--- src/hdl/fftk_ram.sv ---
// ----------------------------------------------------------------------------
// fftk_ram
// Generic simple dual-port RAM, one write and one registered read port.
// ----------------------------------------------------------------------------
module fftk_ram #(
	parameter int W = 8,
	parameter int D = 16
) (
	input  logic                 clk,
	input  logic                 we,
	input  logic [$clog2(D)-1:0] waddr,
	input  logic [W-1:0]         wdata,
	input  logic [$clog2(D)-1:0] raddr,
	output logic [W-1:0]         rdata
);

	logic [W-1:0] mem [D];

	// write port and registered read
	always_ff @(posedge clk) begin
		if (we) begin
			mem[waddr] <= wdata;
		end
		rdata <= mem[raddr];
	end

endmodule

--- config.mk ---
export PLATFORM = sky130hd
export DESIGN_NAME = fftk_ram
export DESIGN_NICKNAME = d
export VERILOG_FILES = /design/src/hdl/fftk_ram.sv
export SDC_FILE = /design/constraint.sdc
export NUM_CORES = 1
export LEC_CHECK = 0
export CAP_MARGIN = 25
export CELL_PAD_IN_SITES_DETAIL_PLACEMENT = 1
export CELL_PAD_IN_SITES_GLOBAL_PLACEMENT = 2
export CORE_UTILIZATION = 27
export DETAILED_ROUTE_END_ITERATION = 10
export DONT_BUFFER_PORTS = 1
export PLACE_DENSITY = 0.6
export SYNTH_ARGS = -nofsm -noshare
export SYNTH_HDL_FRONTEND = slang
export SYNTH_SLANG_ARGS = --single-unit
--- constraint.sdc ---
create_clock -name clk -period 2 [get_ports clk]
set_clock_uncertainty 0.15 [all_clocks]
set_input_delay 0.4 -clock clk [delete_from_list [all_inputs] [get_ports clk]]
set_output_delay 0.4 -clock clk [all_outputs]
set_load 0.01 [all_outputs]
==> summary.md <==
| Metric | Value |
|---|---|
| Core ar. | 0.0187 mm² |
| Post-route minimum period | 1580 ps |
| Setup TNS | 0 ps |
| Post-cts sizing count | 0 |
| Worst Path Buf+Inv | 0 |
| Slew margin rel. | 50.1% |
| Share of cells above drive strength 1 | 21.5% |
| IO Count | 26 |
| Crit Reg-Reg Endpoint | rdata[1] |
| Worst Tran Pin Value | 745 ps |
| CTS clk-pin slew, worst paths | 60 ps |
| Post-synth EDFFs | 128 |
| Vias/cell | 4.62 |
| Die area | 0.0196 mm² |
| PD cells | 1090 mW/mm² |
| PortBufs | 0 |
| Antenna Nets Post-Route | 0 |
| Ys Warns | 0 |
| # rows | 50 |
| Crit path depth | 3 |
| Post-CTS Setup Repair Bufs | 0 |
| Avg WL per Cell | roughly 22 µm |
| Critical Path End Type | flop |
| Iter 0 DRT Violations | between 150 and 200 |
| CP top delay family | multiplexers |
| Register-to-Register Setup Slack | between 400 and 500 ps |
| Final Max Tran Viols | 0 |
| Reg2reg path depth | 3 |
| Final instance area | slightly above 0.006 mm² |
| Die height | 140 µm |
| Gr usage total | 12.4% |
| CP Launch Type | flop |
| Peak supply drop | 583 µV |
| CTS Sinks | approximately 140 |
| Type of the worst min-delay path | in2reg |
| Max Root-Sink Buffers | 2 |
| Syn Area/Cell | 22.5 µm² |
| Status | finished, final reports clean |
| Cell Area, Placed | 0.00548 mm² |
| TritonCTS buffer count | 17 |
| Top cell type's share of synthesized area | between 70% and 80% |
| Vias in the first global route | 2,562 |
| Register bit total from synthesis | 136 |
| Initial Util | between 20 and 30% |
| Worst Hold Path EP | rdata[2] |
| Max FO, Critical Path | 1 |
| Slowest cell on crit path | mux4_1 |
| Top-count cell post-synth | edfxtp_1 |
| Final setup violation count | 0 |
| Post-Syn Area | 0.00515 mm² |
| FMAX | 633 MHz |
| Antenna fix cells | 0 |
| CP required | 2140 ps |
| Placer Congestion | 0.698 |
| Post-synth top cells | edfxtp_1, mux4_2, a22oi_1 |
| Worst-skew pair later-pin latency | 410 ps |
| Layout Cells excl Fill | 509 |
| Leakage | approximately 2.0 nW |
| Critical Path AT | 1720 ps |
| Initial antenna violation count | 0 |
| Hold wc startpoint | raddr[1] |
| Hold Violations, Final | 0 |
| Mapped Cells | around 230 |
| Hold path cells | 3 |
| Area growth from synthesis to layout | 20.0% |
| Root Driver | clkbuf_16 |
| Grt total ovfl | 0 |
| Pwr Total | between 6 and 7 mW |
| CP Cell Sequence | mux4_1, a22oi_1, nand2_1 |
| Synth unique cells | 19 |
| Post-synth top flop | edfxtp_1 |
| Pin count of the biggest net entering global routing | 33 |
| Vias | 2,354 |
| Die width | 140 µm |
| Async set or reset register ratio after synthesis | 0% |
| Synth area leaders | edfxtp_1, mux4_2, mux4_1, dfxtp_1, a22oi_1 |
| Maxcap violations | 0 |
| Crit share post-route | 79.0% |
| H-tree Lvls | 4 |
| Final nets | 280 |
| CTS tree | yes |
| Setup Crit Path Kind | reg2reg |
| First-pass GRT wire length | 16,700 µm |
| Pre-Repair DR Iteration Count | 4 |
| Hold buffers post-CTS | 8 |
| Unrepaired setup endpoints after global routing | no |
| R2r startpoint | mem[1][1] |
| DP Wirelength | around 7000 µm |
| Max incr delay on CP | 610 ps |
| Synth area leader | edfxtp_1 |
| Post-Route WL | 11,100 µm |
| DRC Markers | 0 |
| Sequential fraction of the synthesis area | ~80% |
| Syn nets | 247 |
| Placed cell count | 469 |
[worst max path at each step]
stage                     startpoint   endpoint  slack (ps)
final                      mem[1][1]   rdata[1]         420
after global routing       mem[1][1]   rdata[1]         350
after CTS                  mem[1][1]   rdata[1]         390
after detailed placement    waddr[2]  mem[0][2]         300
after global placement      waddr[2]  mem[0][2]         310
after floorplan             waddr[2]  mem[3][0]         180
[layer usage]
layer | global-route usage, % | vias up | wire length (µm)
li1 | - | 1038 | -
met1 | 15.8 | 1238 | 5000
met2 | 19.2 | 65 | 5240
met3 | 4.07 | 13 | 698
met4 | 5.21 | 0 | 162
met5 | 0 | - | 0
[cell families (layout without fill, tap and decap cells)]
family	after synthesis	count (layout)	share of synthesized area (%)
flip-flops	136	136	77.8
AND/OR/NAND/NOR	35	35	3.18
multiplexers	32	32	15.0
AO/OA/AOI/OAI	16	16	2.33
buffers and inverters	10	56	1.68
[stage by stage]
stage          hold WS [ps]  setup slack (ps)  util, %
6_report                152               421     33.0
5_1_grt                 171               351     33.0
4_1_cts                 119               386     33.0
3_5_place_dp            350               300     29.3
3_3_place_gp            350               307     29.3
2_1_floorplan           349               184        -
[registers in the layout, summed over array words and instances, names as in the netlist]
signal	count
mem	128
rdata	8
[layout make-up]
type,instances,area [µm²]
timing repair buffer,24,200
fill,1860,12500
clock buffer,20,437
clock inverter,12,180
tap,234,293
sequential,136,4000
multi-input combinational,83,1060
[cells in the final DEF (no fill, tap or decap), types with 2 or more instances in the layout]
cell type / n
mux4_2: 18
bufinv_16: 5
clkbuf_1: 3
edfxtp_1: 128
nand3b_1: 2
nor3_1: 3
nand2_1: 9
clkinv_1: 6
nor2_1: 13
clkbuf_16: 17
a22oi_1: 16
buf_4: 16
dfxtp_1: 8
nand2b_1: 2
dlygate4sd3_1: 8
mux4_1: 14
[power breakdown]
part	internal, mW	total [mW]	switching [mW]
combinational	0.106	0.226	0.119
sequential	3.19	3.22	0.0343
clock	2.18	3.29	1.10
total	5.48	6.74	1.26
[worst register-to-register path: stages, from the launching register on]
cell      delay, ps
edfxtp_1        360
mux4_1          610
a22oi_1         260
nand2_1          90
Note: power is estimated with default switching activity, not from simulation.
