--- config.mk ---
export PLATFORM = sky130hd
export DESIGN_NAME = fftk_sort
export DESIGN_NICKNAME = d
export VERILOG_FILES = /design/src/hdl/fftk_pkg.sv /design/src/hdl/fftk_sort.sv
export SDC_FILE = /design/constraint.sdc
export NUM_CORES = 2
export LEC_CHECK = 0
export BUFFER_PORTS_ARGS = -buffer_cell sky130_fd_sc_hd__buf_2
export CAP_MARGIN = 40
export CORE_AREA = 2 2 276 278
export CTS_CLUSTER_SIZE = 25
export DETAILED_ROUTE_END_ITERATION = 10
export DIE_AREA = 0 0 278 280
export HOLD_SLACK_MARGIN = 0.02
export PLACE_DENSITY_LB_ADDON = 0.1
export SETUP_SLACK_MARGIN = 0.5
export SLEW_MARGIN = 20
export SYNTH_ARGS = -nofsm -noshare
export SYNTH_HDL_FRONTEND = slang
export SYNTH_SLANG_ARGS = --single-unit
--- constraint.sdc ---
create_clock -name clk -period 17.03 [get_ports clk]
set_input_delay 1.703 -clock clk [delete_from_list [all_inputs] [get_ports clk]]
set_output_delay 1.703 -clock clk [all_outputs]
set_load 0.005 [all_outputs]
--- src/hdl/fftk_pkg.sv ---
// ----------------------------------------------------------------------------
// fftk_pkg
// Shared types and constants of the follow feed top-k merge block.
// ----------------------------------------------------------------------------
package fftk_pkg;

	// field widths fixed by the interface
	localparam int TYPE_W = 2;
	localparam int UID_W  = 6;
	localparam int ID_W   = 31;

	// parameter defaults
	localparam int USERS_DEF     = 64;
	localparam int FEED_LEN_DEF  = 10;
	localparam int TIME_BITS_DEF = 32;

	// request codes
	localparam logic [TYPE_W-1:0] REQ_POST     = 2'd0;
	localparam logic [TYPE_W-1:0] REQ_FEED     = 2'd1;
	localparam logic [TYPE_W-1:0] REQ_FOLLOW   = 2'd2;
	localparam logic [TYPE_W-1:0] REQ_UNFOLLOW = 2'd3;

	// control of the top-k list
	typedef struct packed {
		logic clear;
		logic insert;
	} sort_ctrl_t;

endpackage

--- src/hdl/fftk_sort.sv ---
// ----------------------------------------------------------------------------
// fftk_sort
// Sorted list of the best keys seen so far, one insertion per cycle.
// ----------------------------------------------------------------------------
module fftk_sort import fftk_pkg::*; #(
	parameter int FEED_LEN = FEED_LEN_DEF,
	parameter int KW       = TIME_BITS_DEF + ID_W
) (
	input  logic                clk,
	input  logic                arst_n,
	input  sort_ctrl_t          ctrl,
	input  logic [KW-1:0]       key,
	output logic [KW-1:0]       list [FEED_LEN],
	output logic [FEED_LEN-1:0] vld
);

	logic [KW-1:0]       list_q [FEED_LEN];
	logic [FEED_LEN-1:0] vld_q;
	logic [FEED_LEN-1:0] gt;
	logic [FEED_LEN-1:0] take_key;
	logic [FEED_LEN-1:0] vld_nx;

	// slot i moves when it is empty or the new key ranks strictly above it
	for (genvar i = 0; i < FEED_LEN; i++) begin : g_cmp
		assign gt[i] = !vld_q[i] || (key > list_q[i]);
		if (i == 0) begin : g_head
			assign take_key[i] = 1'b1;
			assign vld_nx[i]   = 1'b1;
			always_ff @(posedge clk) begin
				if (ctrl.insert && gt[i]) begin
					list_q[i] <= key;
				end
			end
		end else begin : g_tail
			assign take_key[i] = !gt[i-1];
			assign vld_nx[i]   = take_key[i] ? 1'b1 : vld_q[i-1];
			always_ff @(posedge clk) begin
				if (ctrl.insert && gt[i]) begin
					list_q[i] <= take_key[i] ? key : list_q[i-1];
				end
			end
		end
	end

	// valid bits
	always_ff @(posedge clk or negedge arst_n) begin
		if (!arst_n) begin
			vld_q <= '0;
		end else if (ctrl.clear) begin
			vld_q <= '0;
		end else if (ctrl.insert) begin
			for (int i = 0; i < FEED_LEN; i++) begin
				if (gt[i]) begin
					vld_q[i] <= vld_nx[i];
				end
			end
		end
	end

	assign list = list_q;
	assign vld  = vld_q;

endmodule

==> results.py <==
metrics = {
    "run_status": {
        "run_status": "finished, final reports clean",
    },
    "power": {
        "comb_power_share": 0.205,
        "internal_power_mw": 3.34,
        "clkPwrFrac": 0.358,
        "seqPwrFrac": 0.437,
        "switching_power_mw": 1.36,
        "switching_share": 0.290,
        "p_per_area_nw_per_um2": 95.0,
        "ir_worst_vdd_uv": 94.3,
        "power.static_leakage_nw": 23.0,
    },
    "critical_path": {
        "criticalPathCategory": "in -> reg",
        "arrival_ns": 6.18,
        "worst_ep_required_time_ns": 17.28,
        "worstSetupStartpointType": "input pin",
        "critPathCaptureType": "register",
        "timing.critical_path.fanout_max": 47,
    },
    "sta": {
        "rsz0062_at_grt": "false",
        "max_freq_mhz": 169,
        "slew_viols_final": 0,
        "finalHoldViolCount": 0,
        "final.hold.worst_slack_ns": 0.579,
        "worst_pin_slew_ns": 0.973,
        "timing.max_slew.rel_slack": 0.343,
        "setup_viol_count_final": 0,
        "setup_total_negative_slack_ns": 0,
        "period_minus_slack_ns": 5.93,
        "timing.clock.skew_ns": 0.0299,
        "finalCritPeriodShare": 0.348,
    },
    "die": {
        "floorplan.die.height_um": 280,
        "placeableCoreArea_sq_um": 75200,
        "chipWidth_um": 278,
        "boundaryPins": 707,
        "die_area_sq_um": 77800,
        "starting_density_of_the_core": 0.557,
        "rows": 101,
    },
    "cts": {
        "clk_path_buf_depth": 3,
        "post-cts-setup-buffers": 0,
        "cts_resized": 0,
        "tritoncts.num_buffers": 75,
        "clock-sinks": 640,
        "h-tree-depth": 3,
        "postCtsHoldBufs": 0,
        "clockRootBuffer": "clkbuf_16",
        "cts.reportedPaths.clkPinSlew_ns": 0.06,
        "cts_tree": "done",
        "clkLatencyLatePin_ns": 0.64,
    },
    "global_routing": {
        "antenna_found_initial": 1,
        "grt_max_degree": 48,
        "number_of_global_route_vias_before_repair": 30845,
        "grt_use_met2": 0.561,
        "grt_pass1_wl_um": 194000,
        "grt_total_ovfl": 0,
        "gr-max-usage-layer": "met2",
        "gr_util_met1": 0.407,
        "global_route.usage.total": 0.335,
        "gr-usage-met3": 0.0819,
    },
    "placed_design": {
        "place.port_buffers": 706,
        "finalWeightedCongestion": 0.909,
        "detailedPlacementHpwl_um": 104000,
    },
    "layout": {
        "mostFrequentLayoutCells": "buf_2, inv_1, ha_1, edfxtp_1, mux2_2",
        "fillCellCount": 5984,
        "flow.area_growth_from_synthesis_pct": 18.3,
        "layout-drive-gt1-share": 0.321,
        "n_antenna_cell": 0,
        "final_common_cell": "buf_2",
        "design.final.nets": 5023,
    },
    "yosys": {
        "ys_warn_count": 0,
        "post_synth_num_cell_types": 60,
        "post_synth_instance_area_sq_um": 41900,
        "synthesis.instances": 3556,
        "ys_ff_latch": 640,
        "synth-async-reset-ratio": 0.0156,
        "postSynthNetCount": 4253,
        "synth_enable_flop_cells": 630,
        "postSynth.topFlopCell": "edfxtp_1",
        "yosysSeqAreaShare": 0.458,
        "syn-mean-instance-area_sq_um": 11.8,
    },
    "route": {
        "drt_first_iter_violations": 2426,
        "routedWlPerCell_um": 24.8,
        "drt_drc_violations_left": 0,
        "remaining_antenna_violation_count_after_routing": 0,
        "routed-via-count": 31406,
        "drt_first_pass_iters": 5,
        "detail_route.vias_per_cell": 5.85,
        "detail_route.wirelength_um": 133000,
    },
    "flow_run": {
        "max_cap_viol_count": 0,
    },
    "worst_hold_path": {
        "worstHoldPathType": "reg -> reg",
    },
}
## metal layers
layer	wire length (um)	vias up
li1	-	14627
met1	51200	15449
met2	64200	1057
met3	11000	271
met4	6770	2
met5	8	-
## power groups by stage
stage | Sequential (mW) | Combinational, mW | Clock, mW
after floorplan | 2.06 | 0.533 | 0
after global placement | 2.09 | 0.918 | 0
after detailed placement | 2.09 | 0.955 | 0
after CTS | 2.05 | 0.962 | 1.71
after global routing | 2.07 | 1.07 | 1.76
final | 2.06 | 0.964 | 1.69
## cell usage after synthesis, drive strengths merged, types with 3 or more instances
cell / instances / area, sq um
nand2: 144 / 541
and3: 4 / 25.0
or4: 3 / 26.3
nand4b: 6 / 52.6
o221ai: 3 / 26.3
nand4: 114 / 713
nor2: 72 / 273
nor4: 20 / 140
and2: 6 / 37.5
buf: 60 / 367
o21ai: 91 / 455
nor3: 26 / 130
nand3b: 17 / 128
o31ai: 6 / 45.0
a31oi: 7 / 43.8
ha: 630 / 7880
nor2b: 14 / 87.6
mux2: 569 / 6410
a211oi: 34 / 255
and4: 18 / 158
o21a: 6 / 45.0
dfrtp: 10 / 250
a221oi: 25 / 219
a21o: 37 / 278
o21bai: 10 / 75.1
mux2i: 4 / 40.0
a21oi: 250 / 1250
o211ai: 8 / 60.1
nand3: 60 / 300
inv: 636 / 2390
a2111oi: 4 / 35.0
edfxtp: 630 / 18900
clkbuf: 6 / 22.5
## kinds of logic after synthesis
family	Yosys count	synth area share
mux	573	0.154
buf+inv	702	0.0663
fa+ha+maj	630	0.188
simple gates	512	0.0637
flops	640	0.458
compound gates	499	0.0703
## flip-flops by register name (all words and copies together) (netlist names)
signal / flops
list: 630
vld: 10
## through the flow
stage               utilization  instance area [sq um]  instances  total power, mW  setup slack, ns
floorplan                     -                  41900       3556             2.59            10.32
global placement          0.619                  46600       5198             3.00            10.16
detailed placement        0.625                  47000       5225             3.04            10.60
CTS                       0.659                  49500       5363             4.72            11.26
global route              0.659                  49600       5365             4.91            11.02
finish                    0.659                  49600       5365             4.71            11.10
## critical path, stage by stage
cell	delay [ns]
buf_2	0.43
ha_1	0.25
nand4_1	0.12
nor3_1	0.56
o31ai_1	0.20
o211ai_1	0.23
a211oi_1	0.25
o221ai_1	0.33
o21ai_4	0.28
buf_4	0.46
nor2_4	0.52
buf_4	0.65
## final timing paths
check	slack [ns]	start	to	cells after the start
min in group asynchronous	0.95	arst_n	vld[9]$_DFFE_PN0P_	1
hold reg to reg	0.58	list[445]$_DFFE_PP_	list[382]$_DFFE_PP_	1
hold / removal	0.58	list[445]$_DFFE_PP_	list[382]$_DFFE_PP_	1
setup / recovery	11.10	key[14]	list[98]$_DFFE_PP_	12
setup reg to reg	12.08	list[77]$_DFFE_PP_	list[98]$_DFFE_PP_	12
max in group asynchronous	15.84	arst_n	vld[8]$_DFFE_PN0P_	1
## area by class of cell
type                    instances  area, sq um  share of cell area
clock inverters                46          552              0.0111
well taps                     978         1220              0.0247
repair buffers                759         4150              0.0837
clock buffers                  92         1980              0.0400
inverters                     636         2390              0.0482
multi-input cells            2214        20100               0.405
flip-flops and latches        640        19200               0.387
No activity file was read; power rests on OpenSTA's default activity.
